`config.mk`:
```
export PLATFORM = sky130hd
export DESIGN_NAME = driver_assist_alarm_unit
export DESIGN_NICKNAME = d
export VERILOG_FILES = /design/src/rtl/daa_pkg.sv /design/src/rtl/daa_div.sv /design/src/rtl/driver_assist_alarm_unit.sv
export SDC_FILE = /design/constraint.sdc
export NUM_CORES = 1
export LEC_CHECK = 0
export BUFFER_PORTS_ARGS = -buffer_cell sky130_fd_sc_hd__buf_2
export CAP_MARGIN = 15
export CORE_ASPECT_RATIO = 0.5
export CORE_MARGIN = 1
export CORE_UTILIZATION = 50
export CTS_BUF_LIST = sky130_fd_sc_hd__clkbuf_4 sky130_fd_sc_hd__clkbuf_8
export CTS_CLUSTER_DIAMETER = 50
export DETAILED_ROUTE_END_ITERATION = 12
export PLACE_DENSITY = 0.7
export RECOVER_POWER = 50
export SLEW_MARGIN = 20
export SYNTH_ARGS = -nofsm -noshare
export SYNTH_HDL_FRONTEND = slang
export SYNTH_HIERARCHICAL = 1
export SYNTH_SLANG_ARGS = --single-unit
```
`constraint.sdc`:
```
create_clock -name clk -period 4.4 [get_ports clk]
set_input_delay 0.66 -clock clk [delete_from_list [all_inputs] [get_ports clk]]
set_output_delay 0.66 -clock clk [all_outputs]
set_load 0.02 [all_outputs]
```
`src/rtl/daa_pkg.sv`:
```
// Shared widths, constants and register indexes for the driver-assist alarm unit.
`timescale 1ns / 1ps

package daa_pkg;

    localparam int DIST_W = 9;
    localparam int SPD_W  = 12;
    localparam int TTC_W  = 14;
    localparam int HOLD_W = 8;
    localparam int LVL_W  = 2;
    localparam int CFG_IDX_W  = 3;
    localparam int CFG_DATA_W = 14;

    // front < 200 keeps front*36 below 7200, so 13 bits carry the dividend
    localparam int NUM_W = 13;
    localparam int CNT_W = $clog2(NUM_W);

    localparam logic [TTC_W-1:0]  TTC_SAFE  = TTC_W'(9990);
    localparam logic [SPD_W-1:0]  MIN_SPEED = SPD_W'(18);
    localparam logic [DIST_W-1:0] MAX_FRONT = DIST_W'(200);

    localparam logic [LVL_W-1:0] LVL_NONE = 2'd0;
    localparam logic [LVL_W-1:0] LVL_WARN = 2'd1;
    localparam logic [LVL_W-1:0] LVL_CRIT = 2'd2;

    localparam logic [1:0] PRIO_NONE     = 2'd0;
    localparam logic [1:0] PRIO_ADVISORY = 2'd1;
    localparam logic [1:0] PRIO_WARNING  = 2'd2;
    localparam logic [1:0] PRIO_CRITICAL = 2'd3;

    typedef enum logic [CFG_IDX_W-1:0] {
        REG_CRIT_DISTANCE = 3'd0,
        REG_WARN_DISTANCE = 3'd1,
        REG_CRIT_TIME     = 3'd2,
        REG_WARN_TIME     = 3'd3,
        REG_SIDE_DISTANCE = 3'd4,
        REG_SIDE_SPEED    = 3'd5,
        REG_SPEED_LIMIT   = 3'd6,
        REG_HOLD_COUNT    = 3'd7
    } cfg_idx_t;

    typedef struct packed {
        logic busy;
        logic done;
    } div_stat_t;

endpackage

```
`src/rtl/daa_div.sv`:
```
// Restoring divider, one quotient bit per cycle through one shared subtractor.
`timescale 1ns / 1ps

module daa_div (
    input  logic                       clk,
    input  logic                       rst_n,
    input  logic                       start,
    input  logic [daa_pkg::NUM_W-1:0]  numer,
    input  logic [daa_pkg::SPD_W-1:0]  denom,
    output logic [daa_pkg::NUM_W-1:0]  quot,
    output daa_pkg::div_stat_t         stat
);
    import daa_pkg::*;

    logic [NUM_W-1:0] work_reg, work_next;
    logic [SPD_W-1:0] rem_reg, rem_next;
    logic [SPD_W-1:0] den_reg;
    logic [CNT_W-1:0] cnt_reg, cnt_next;
    logic             busy_reg, busy_next;
    logic             done_reg, done_next;

    logic [SPD_W:0] rem_shift;
    logic [SPD_W:0] diff;
    logic           fits;

    always_comb
    begin
        rem_shift = {rem_reg, work_reg[NUM_W-1]};
        diff      = rem_shift - {1'b0, den_reg};
        fits      = rem_shift >= {1'b0, den_reg};
    end

    always_comb
    begin
        work_next = work_reg;
        rem_next  = rem_reg;
        cnt_next  = cnt_reg;
        busy_next = busy_reg;
        done_next = 1'b0;
        if (start)
        begin
            work_next = numer;
            rem_next  = '0;
            cnt_next  = CNT_W'(NUM_W - 1);
            busy_next = 1'b1;
        end
        else if (busy_reg)
        begin
            // remainder stays below the divisor, so its top bit drops safely
            rem_next  = fits ? diff[SPD_W-1:0] : rem_shift[SPD_W-1:0];
            work_next = {work_reg[NUM_W-2:0], fits};
            cnt_next  = cnt_reg - 1'b1;
            if (cnt_reg == '0)
            begin
                busy_next = 1'b0;
                done_next = 1'b1;
            end
        end
    end

    always_ff @(posedge clk or negedge rst_n)
    begin
        if (!rst_n)
        begin
            busy_reg <= 1'b0;
            done_reg <= 1'b0;
            cnt_reg  <= '0;
        end
        else
        begin
            busy_reg <= busy_next;
            done_reg <= done_next;
            cnt_reg  <= cnt_next;
        end
    end

    always_ff @(posedge clk)
    begin
        work_reg <= work_next;
        rem_reg  <= rem_next;
        if (start)
        begin
            den_reg <= denom;
        end
    end

    assign quot      = work_reg;
    assign stat.busy = busy_reg;
    assign stat.done = done_reg;

endmodule

```
`src/rtl/driver_assist_alarm_unit.sv`:
```
// Top level of the driver-assist alarm unit: sequencer, alarm holds and result register.
`timescale 1ns / 1ps

// One sensor request is taken when in_ready is high; in_ready then stays low
// until the result has been moved into the output register. When the front
// obstacle is nearer than 2 m and speed exceeds 1.8 km/h, time to collision
// is front*36/speed from a bit-serial divider, one quotient bit a cycle:
// out_valid rises after the divider steps, ST_DIV sees done, and ST_DONE
// registers the result once the output register is free.
// Otherwise the request goes straight to ST_DONE and is registered there.
// A new request may be taken while the previous result waits on out_ready.
// Configuration writes take effect at once and must only be issued while idle.

module driver_assist_alarm_unit (
    input  logic                            clk,
    input  logic                            rst_n,
    input  logic                            cfg_we,
    input  logic [daa_pkg::CFG_IDX_W-1:0]   cfg_index,
    input  logic [daa_pkg::CFG_DATA_W-1:0]  cfg_wdata,
    input  logic                            in_valid,
    output logic                            in_ready,
    input  logic [daa_pkg::DIST_W-1:0]      front_dist,
    input  logic [daa_pkg::DIST_W-1:0]      left_dist,
    input  logic [daa_pkg::DIST_W-1:0]      right_dist,
    input  logic [daa_pkg::SPD_W-1:0]       speed,
    output logic                            out_valid,
    input  logic                            out_ready,
    output logic [daa_pkg::TTC_W-1:0]       ttc,
    output logic [daa_pkg::LVL_W-1:0]       collision_level,
    output logic                            blind_left,
    output logic                            blind_right,
    output logic                            over_speed,
    output logic [1:0]                      priority_res
);
    import daa_pkg::*;

    typedef enum logic [2:0] {
        ST_IDLE = 3'b001,
        ST_DIV  = 3'b010,
        ST_DONE = 3'b100
    } state_t;

    // hold counter step: {active, next count}
    function automatic logic [HOLD_W:0] hold_step(input logic [HOLD_W-1:0] h,
                                                  input logic              cond,
                                                  input logic [HOLD_W-1:0] load);
        logic [HOLD_W:0] r;
        if (cond)
            r = {1'b1, load};
        else if (h != '0)
            r = {1'b1, h - 1'b1};
        else
            r = {1'b0, h};
        return r;
    endfunction

    state_t state_reg, state_next;

    // configuration
    logic [DIST_W-1:0] crit_distance_reg, warn_distance_reg, side_distance_reg;
    logic [TTC_W-1:0]  crit_time_reg, warn_time_reg;
    logic [SPD_W-1:0]  side_speed_reg, speed_limit_reg;
    logic [HOLD_W-1:0] hold_count_reg;

    // holds
    logic [HOLD_W-1:0] crit_hold_reg, warn_hold_reg, left_hold_reg;
    logic [HOLD_W-1:0] right_hold_reg, speed_hold_reg;
    logic [HOLD_W-1:0] crit_hold_next, warn_hold_next, left_hold_next;
    logic [HOLD_W-1:0] right_hold_next, speed_hold_next;

    // latched request
    logic [DIST_W-1:0] front_reg, left_reg, right_reg;
    logic [SPD_W-1:0]  speed_reg;
    logic              use_div_reg;

    // result register
    logic              out_valid_reg;
    logic [TTC_W-1:0]  ttc_reg;
    logic [LVL_W-1:0]  level_reg;
    logic              bl_reg, br_reg, ov_reg;
    logic [1:0]        prio_reg;

    logic              in_fire, commit, div_start;
    logic              use_div_in;
    logic [DIST_W+5:0] prod;
    logic [NUM_W-1:0]  quot;
    div_stat_t         div_stat;

    logic [TTC_W-1:0]  ttc_val;
    logic              crit_cond, warn_cond, side_on;
    logic [HOLD_W:0]   crit_s, warn_s, left_s, right_s, speed_s;
    logic [LVL_W-1:0]  level_val;
    logic [1:0]        prio_val;

    assign in_ready   = (state_reg == ST_IDLE);
    assign in_fire    = in_valid && in_ready;
    assign use_div_in = (speed > MIN_SPEED) && (front_dist < MAX_FRONT);
    assign div_start  = in_fire && use_div_in;
    assign commit     = (state_reg == ST_DONE) && (!out_valid_reg || out_ready);

    // front*36 as two shifted terms
    assign prod = {1'b0, front_dist, 5'b0} + {4'b0, front_dist, 2'b0};

    daa_div u_div (
        .clk   (clk),
        .rst_n (rst_n),
        .start (div_start),
        .numer (prod[NUM_W-1:0]),
        .denom (speed),
        .quot  (quot),
        .stat  (div_stat)
    );

    always_comb
    begin
        state_next = state_reg;
        case (state_reg)
            ST_IDLE:
            begin
                if (in_fire)
                    state_next = use_div_in ? ST_DIV : ST_DONE;
            end
            ST_DIV:
            begin
                if (div_stat.done)
                    state_next = ST_DONE;
            end
            ST_DONE:
            begin
                if (commit)
                    state_next = ST_IDLE;
            end
            default:
            begin
                state_next = ST_IDLE;
            end
        endcase
    end

    // evaluation; quotient is at most 7199/19, so it never needs limiting
    always_comb
    begin
        ttc_val   = use_div_reg ? TTC_W'(quot) : TTC_SAFE;
        crit_cond = (front_reg < crit_distance_reg) || (ttc_val < crit_time_reg);
        warn_cond = (front_reg < warn_distance_reg) || (ttc_val < warn_time_reg);
        side_on   = speed_reg > side_speed_reg;

        crit_s  = hold_step(crit_hold_reg, crit_cond, hold_count_reg);
        warn_s  = hold_step(warn_hold_reg, warn_cond, hold_count_reg);
        left_s  = hold_step(left_hold_reg, (left_reg < side_distance_reg) && side_on,
                            hold_count_reg);
        right_s = hold_step(right_hold_reg, (right_reg < side_distance_reg) && side_on,
                            hold_count_reg);
        speed_s = hold_step(speed_hold_reg, speed_reg > speed_limit_reg, hold_count_reg);

        crit_hold_next  = crit_s[HOLD_W-1:0];
        left_hold_next  = left_s[HOLD_W-1:0];
        right_hold_next = right_s[HOLD_W-1:0];
        speed_hold_next = speed_s[HOLD_W-1:0];

        // critical clears the warning hold and masks its update
        if (crit_s[HOLD_W])
        begin
            warn_hold_next = '0;
            level_val      = LVL_CRIT;
            prio_val       = PRIO_CRITICAL;
        end
        else if (warn_s[HOLD_W])
        begin
            warn_hold_next = warn_s[HOLD_W-1:0];
            level_val      = LVL_WARN;
            prio_val       = PRIO_WARNING;
        end
        else
        begin
            warn_hold_next = warn_s[HOLD_W-1:0];
            level_val      = LVL_NONE;
            prio_val       = (left_s[HOLD_W] || right_s[HOLD_W] || speed_s[HOLD_W]) ?
                             PRIO_ADVISORY : PRIO_NONE;
        end
    end

    always_ff @(posedge clk or negedge rst_n)
    begin
        if (!rst_n)
        begin
            state_reg         <= ST_IDLE;
            out_valid_reg     <= 1'b0;
            crit_distance_reg <= DIST_W'(30);
            warn_distance_reg <= DIST_W'(80);
            crit_time_reg     <= TTC_W'(100);
            warn_time_reg     <= TTC_W'(250);
            side_distance_reg <= DIST_W'(100);
            side_speed_reg    <= SPD_W'(200);
            speed_limit_reg   <= SPD_W'(1200);
            hold_count_reg    <= HOLD_W'(3);
            crit_hold_reg     <= '0;
            warn_hold_reg     <= '0;
            left_hold_reg     <= '0;
            right_hold_reg    <= '0;
            speed_hold_reg    <= '0;
        end
        else
        begin
            state_reg <= state_next;

            if (commit)
                out_valid_reg <= 1'b1;
            else if (out_ready)
                out_valid_reg <= 1'b0;

            if (commit)
            begin
                crit_hold_reg  <= crit_hold_next;
                warn_hold_reg  <= warn_hold_next;
                left_hold_reg  <= left_hold_next;
                right_hold_reg <= right_hold_next;
                speed_hold_reg <= speed_hold_next;
            end

            if (cfg_we)
            begin
                case (cfg_idx_t'(cfg_index))
                    REG_CRIT_DISTANCE: crit_distance_reg <= cfg_wdata[DIST_W-1:0];
                    REG_WARN_DISTANCE: warn_distance_reg <= cfg_wdata[DIST_W-1:0];
                    REG_CRIT_TIME:     crit_time_reg     <= cfg_wdata[TTC_W-1:0];
                    REG_WARN_TIME:     warn_time_reg     <= cfg_wdata[TTC_W-1:0];
                    REG_SIDE_DISTANCE: side_distance_reg <= cfg_wdata[DIST_W-1:0];
                    REG_SIDE_SPEED:    side_speed_reg    <= cfg_wdata[SPD_W-1:0];
                    REG_SPEED_LIMIT:   speed_limit_reg   <= cfg_wdata[SPD_W-1:0];
                    REG_HOLD_COUNT:    hold_count_reg    <= cfg_wdata[HOLD_W-1:0];
                    default:           hold_count_reg    <= hold_count_reg;
                endcase
            end
        end
    end

    always_ff @(posedge clk)
    begin
        if (in_fire)
        begin
            front_reg   <= front_dist;
            left_reg    <= left_dist;
            right_reg   <= right_dist;
            speed_reg   <= speed;
            use_div_reg <= use_div_in;
        end
        if (commit)
        begin
            ttc_reg   <= ttc_val;
            level_reg <= level_val;
            bl_reg    <= left_s[HOLD_W];
            br_reg    <= right_s[HOLD_W];
            ov_reg    <= speed_s[HOLD_W];
            prio_reg  <= prio_val;
        end
    end

    assign out_valid       = out_valid_reg;
    assign ttc             = ttc_reg;
    assign collision_level = level_reg;
    assign blind_left      = bl_reg;
    assign blind_right     = br_reg;
    assign over_speed      = ov_reg;
    assign priority_res    = prio_reg;

    // divider finishes only while the sequencer waits on it
    a_div_done_in_div: assert property (@(posedge clk) disable iff (!rst_n)
        div_stat.done |-> state_reg == ST_DIV)
        else $error("divider done outside divide phase");

    // a request that needs the divider always starts it
    a_div_started: assert property (@(posedge clk) disable iff (!rst_n)
        div_start |=> div_stat.busy && state_reg == ST_DIV)
        else $error("divider not running after start");

    // level and priority agree on every result
    a_prio_level: assert property (@(posedge clk) disable iff (!rst_n)
        out_valid |-> ((collision_level == LVL_CRIT) == (priority_res == PRIO_CRITICAL))
                   && ((collision_level == LVL_WARN) == (priority_res == PRIO_WARNING)))
        else $error("priority disagrees with collision level");

endmodule
```
# Word-level counts from Yosys, hierarchy flattened
# Index checks and enable logic that the tools add are counted.
[totals] reg_bits=235 output_inout_bits=23 word_cells=139
[classes] add_sub_neg=8 magnitude_cmp=11 n_eq_ne=13 muxes=33 reduce_logical=41
[op_table] operator="two-way mux 9 bit" count=10
[op_table] operator="nonzero test 8 bit" count=5
[op_table] operator="subtractor 8 x 1 -> 8 bit, second input constant" count=5
[op_table] operator="less-than comparator 9 bit" count=4
[op_table] operator="less-than comparator 14 bit" count=2
[op_table] operator="two-way mux 13 bit" count=2
[op_table] operator="AND reduction 2 bit" count=13
[op_table] operator="> comparator 12 bit" count=2
[op_table] operator="== test 3 bit, second input constant" count=5
[op_table] operator="two-way mux 14 bit" count=1
[op_table] operator="adder 13 x 11 -> 13 bit" count=1
[op_table] operator="greater-or-equal comparator 13 x 12 -> 1 bit" count=1
[op_table] operator="> comparator 12 x 5 -> 1 bit, second input constant" count=1
[op_table] operator="two-way mux 12 bit" count=1
[op_table] operator="two-way mux 3 bit" count=4
[op_table] operator="nonzero test 2 bit" count=6
[op_table] operator="subtractor 12 bit" count=1
[op_table] operator="two-way mux 1 bit" count=11
[op_table] operator="== test 3 x 2 -> 1 bit, second input constant" count=3
[op_table] operator="less-than comparator 9 x 8 -> 1 bit, second input constant" count=1
[op_table] operator="one-hot mux 3 bit (3 select lines)" count=1
[op_table] operator="two-way mux 4 bit" count=2
[op_table] operator="two-way mux 8 bit" count=1
[op_table] operator="== test 3 x 1 -> 1 bit, second input constant" count=2
[op_table] operator="other kinds (11)" count=21

# Longest topological paths before layout
[depth] ltp_word=7 mapped_depth=11 mapped_depth_nobuf=10

# Cells and area by module
# Netlist, hierarchy kept.
[by_module_without_submodules] mod="driver_assist_alarm_unit" instances=1 cells_each=955 area_per_inst_um2=10367.4 seq_area_each_um2=5144.9
[by_module_without_submodules] mod="daa_div" instances=1 cells_each=229 area_per_inst_um2=2528.7 seq_area_each_um2=1141.1

# Worst setup path after synthesis
# No wires, ideal clock.
[synth_timing] path_kind="register to register" startpoint="reg state_reg[0]" endpoint="reg u_div.work_reg[0] (netlist: u_div/quot[0]), enable pin" arrival_ns=3.457 setup_slack_ns=0.619 stages_incl_launch_ff=8 cell_sequence="dfstp_2 > nand2b_1 > nor2_1 > and2_1 > and2_1 > clkbuf_8 > clkbuf_1 > or2_2"
[synth_via] elab_chain_len=4
[synth_rtl] item="start: declaration" line="driver_assist_alarm_unit.sv:57" text="state_t state_reg, state_next;"
[synth_rtl] item="start signal: assignment" line="driver_assist_alarm_unit.sv:205" text="state_reg <= state_next;"
[synth_rtl] item="== test 3 x 1 -> 1 bit" line="driver_assist_alarm_unit.sv:95" text="assign in_ready = (state_reg == ST_IDLE);"
[synth_rtl] item="named net in_ready" line="driver_assist_alarm_unit.sv:21" text="output logic in_ready,"
[synth_rtl] item="logical AND 1 bit" line="driver_assist_alarm_unit.sv:96" text="assign in_fire = in_valid && in_ready;"
[synth_rtl] item="named net in_fire" line="driver_assist_alarm_unit.sv:83" text="logic in_fire, commit, div_start;"
[synth_rtl] item="logical AND 1 bit" line="driver_assist_alarm_unit.sv:98" text="assign div_start = in_fire && use_div_in;"
[synth_rtl] item="named net div_start" line="driver_assist_alarm_unit.sv:83"
[synth_rtl] item="nonzero test 2 bit (no source line)"
[synth_rtl] item="end signal: assignment" line="daa_div.sv:79" text="work_reg <= work_next;"
[synth_rtl] item="end: declaration" line="daa_div.sv:15" text="logic [NUM_W-1:0] work_reg, work_next;"
# The timed path passes the listed nets, and every way through them passes these cells.
# A chain may end at the register's enable or synchronous reset.

# Worst setup path after layout
[layout_timing] startpoint="reg side_speed_reg[6]" endpoint="reg right_hold_reg[0]"
[layout_via] elab_chain_len=4
[layout_rtl] item="start: declaration" line="driver_assist_alarm_unit.sv:62" text="logic [SPD_W-1:0] side_speed_reg, speed_limit_reg;"
[layout_rtl] item="start signal: assignment" line="driver_assist_alarm_unit.sv:229" text="REG_SIDE_SPEED: side_speed_reg <= cfg_wdata[SPD_W-1:0];"
[layout_rtl] item="> comparator 12 bit *" line="driver_assist_alarm_unit.sv:146" text="side_on = speed_reg > side_speed_reg;"
[layout_rtl] item="logical AND 1 bit *" line="driver_assist_alarm_unit.sv:152" text="right_s = hold_step(right_hold_reg, (right_reg < side_distance_reg) && side_on,"
[layout_rtl] item="nonzero test 2 bit (no source line)"
[layout_rtl] item="AND reduction 2 bit (no source line)"
[layout_rtl] item="end signal: assignment" line="driver_assist_alarm_unit.sv:217" text="right_hold_reg <= right_hold_next;"
[layout_rtl] item="end: declaration" line="driver_assist_alarm_unit.sv:67" text="logic [HOLD_W-1:0] right_hold_reg, speed_hold_reg;"
# Every way passes the cells marked *; elsewhere a longest branch is shown, timed or not.

==> results.ini <==
[cts]
path_clk_slew_ns = 0.07
cts.sinks = 235
cts.htree.levels = 2
cts_setup_buffers = 0
ctsHoldBuffers = 0
cts_made_buffers = 36
post_cts_resized = 0
clock_path_buffers = 3
cts_tree = built
clock_latency_ns = 0.55
cts_root_buf = clkbuf_8

[floorplan]
die_y_microns = 116
start_util_pct = 51.1
num_io_pins = 84
fp.dieArea_sq_um = 26500
die_w_microns = 229
std_cell_rows = 41
core_area_sq_um = 25200

[final_layout]
filler_cell_count = 2142
final_cell_area_sq_um = 14400
layout.nets = 1444
antenna_cells = 0
syn2layout_area_growth_pct = 11.4
layout-drive-gt1-share_pct = 20.1

[setup_path]
regToRegEndpoint = right_hold_reg[0]
required_ns = 4.80
reg2regPathDepth = 10
reg2reg_slack_ns = 1.04
crit_path_end_kind = register
criticalPathCategory = register to register
cp_max_fo = 17
r2r_start = side_speed_reg[6]
worstPathArrival_ns = 3.76
worst_setup_path_start_kind = register

[status]
violations = max-capacitance violations, max-slew violations
outcome = finished with violations

[hold_path]
hp-class = input pin to register
min_path_cells = 1
hold_path_end = left_reg[1]
hold_start = left_dist[1]

[flow_run]
maxCapViolCount = 1

[global_routing]
first_global_vias = 9537
grt_pass1_wl_microns = 48700
grt-ovfl-total = 0
track_usage_pct = 23.4
grt_start_max_net_pins = 80
antenna_found_initial = 0

[yosys]
syn_area_sq_um = 12900
yosys_warnings = 6
syn_area_per_cell_sq_um = 10.9
synthCells = 1183

[power]
pwr-share-seq_pct = 38.9
p_int_mw = 5.67
power_mw = 9.09
vdd_ir_drop_max_mv = 0.336
clkPwrFrac_pct = 21.8
leakagePower_nw = 6.07
comb_power_share_pct = 39.3
swShare_pct = 37.7
p_per_area_nw_per_um2 = 633
switchingPower_mw = 3.42

[detailed_routing]
ant_nets = 0
drc_errors = 0
vias = 9309
wl_per_cell_microns = 18.2
viasPerCell = 5.64
drtPass1Iterations = 5
postRouteWirelength_microns = 30100
drtIter0Drc = 705

[sta]
setup_ws_ns = 1.04
timing.fmax_ghz = 0.298
fin_crit_sh_pct = 76.3
final.setup_skew_ns = 0.0309
maxSlewHeadroom_pct = -39.8
setup_violations = 0
hold_viol = 0
worstMarginPinSlew_ns = 2.10
period_needed_ns = 3.36
grt_setup_unrepaired = false
slew_violations = 80
hold_slack_ns = 0.308
setup_tns_ns = 0

[placed_design]
port_buffers = 83
place_ws_ns = 1.17
gp_congestion = 0.850
place_hpwl_microns = 21300
place_area_sq_um = 13600

==> final cells by class <==
cell class                 count  area (sq um)  share of cell area, %
sequential                   235          6290                   43.8
multi-input combinational    782          5910                   41.2
clock buffer                  61           739                   5.15
inverter                     131           492                   3.43
timing repair buffer          94           452                   3.15
tap                          344           430                   3.00
clock inverter                 3          43.8                  0.305
==> worst max-delay path by stage <==
stage | from | to
floorplan | state_reg[0] | u_div/quot[0]
global placement | front_dist[4] | u_div/rem_reg[11]
detailed placement | side_speed_reg[6] | right_hold_reg[0]
CTS | side_speed_reg[6] | right_hold_reg[0]
global route | rst_n | side_speed_reg[5]
finish | side_speed_reg[6] | right_hold_reg[0]
==> through the flow <==
step	util, %	cells
finish	56.9	1650
global route	56.9	1650
CTS	57.1	1650
detailed placement	54.0	1586
global placement	54.0	1586
floorplan	-	1184
==> per-layer routing <==
metal  wire [microns]  up-vias  GRT usage (%)
li1                 -     4477              -
met1            13400     4541           29.9
met2            14500      228           41.0
met3             1490       63           3.91
met4              714        0           7.69
met5                0        -              0
==> power by group through the flow <==
stage	Clock [mW]	Combinational [mW]	Sequential [mW]
after floorplan	0	2.85	3.38
after global placement	0	3.39	3.54
after detailed placement	0	3.54	3.56
after CTS	2.03	3.57	3.53
after global routing	2.12	4.01	3.61
final	1.98	3.57	3.54
==> layout by cell type, fill, tap and decap left out, drive strengths merged, types with 64 or more instances in the layout <==
cell type,n
o21ai,87
dfrtp,109
clkbuf,91
mux2,66
ha,101
nand2,92
edfxtp,86
buf,64
inv,131
==> worst max-delay path: stages, from the launching register on <==
cell and delay (ns):
dfstp_2 0.54, inv_1 0.05, ha_1 0.30, nand4_1 0.12, nor3_1 0.07, a21oi_1 0.12
o41ai_1 0.17, buf_4 0.20, nor3_2 0.85, o21ai_0 0.37, a221o_1 0.43
No activity file was read; power rests on OpenSTA's default activity.
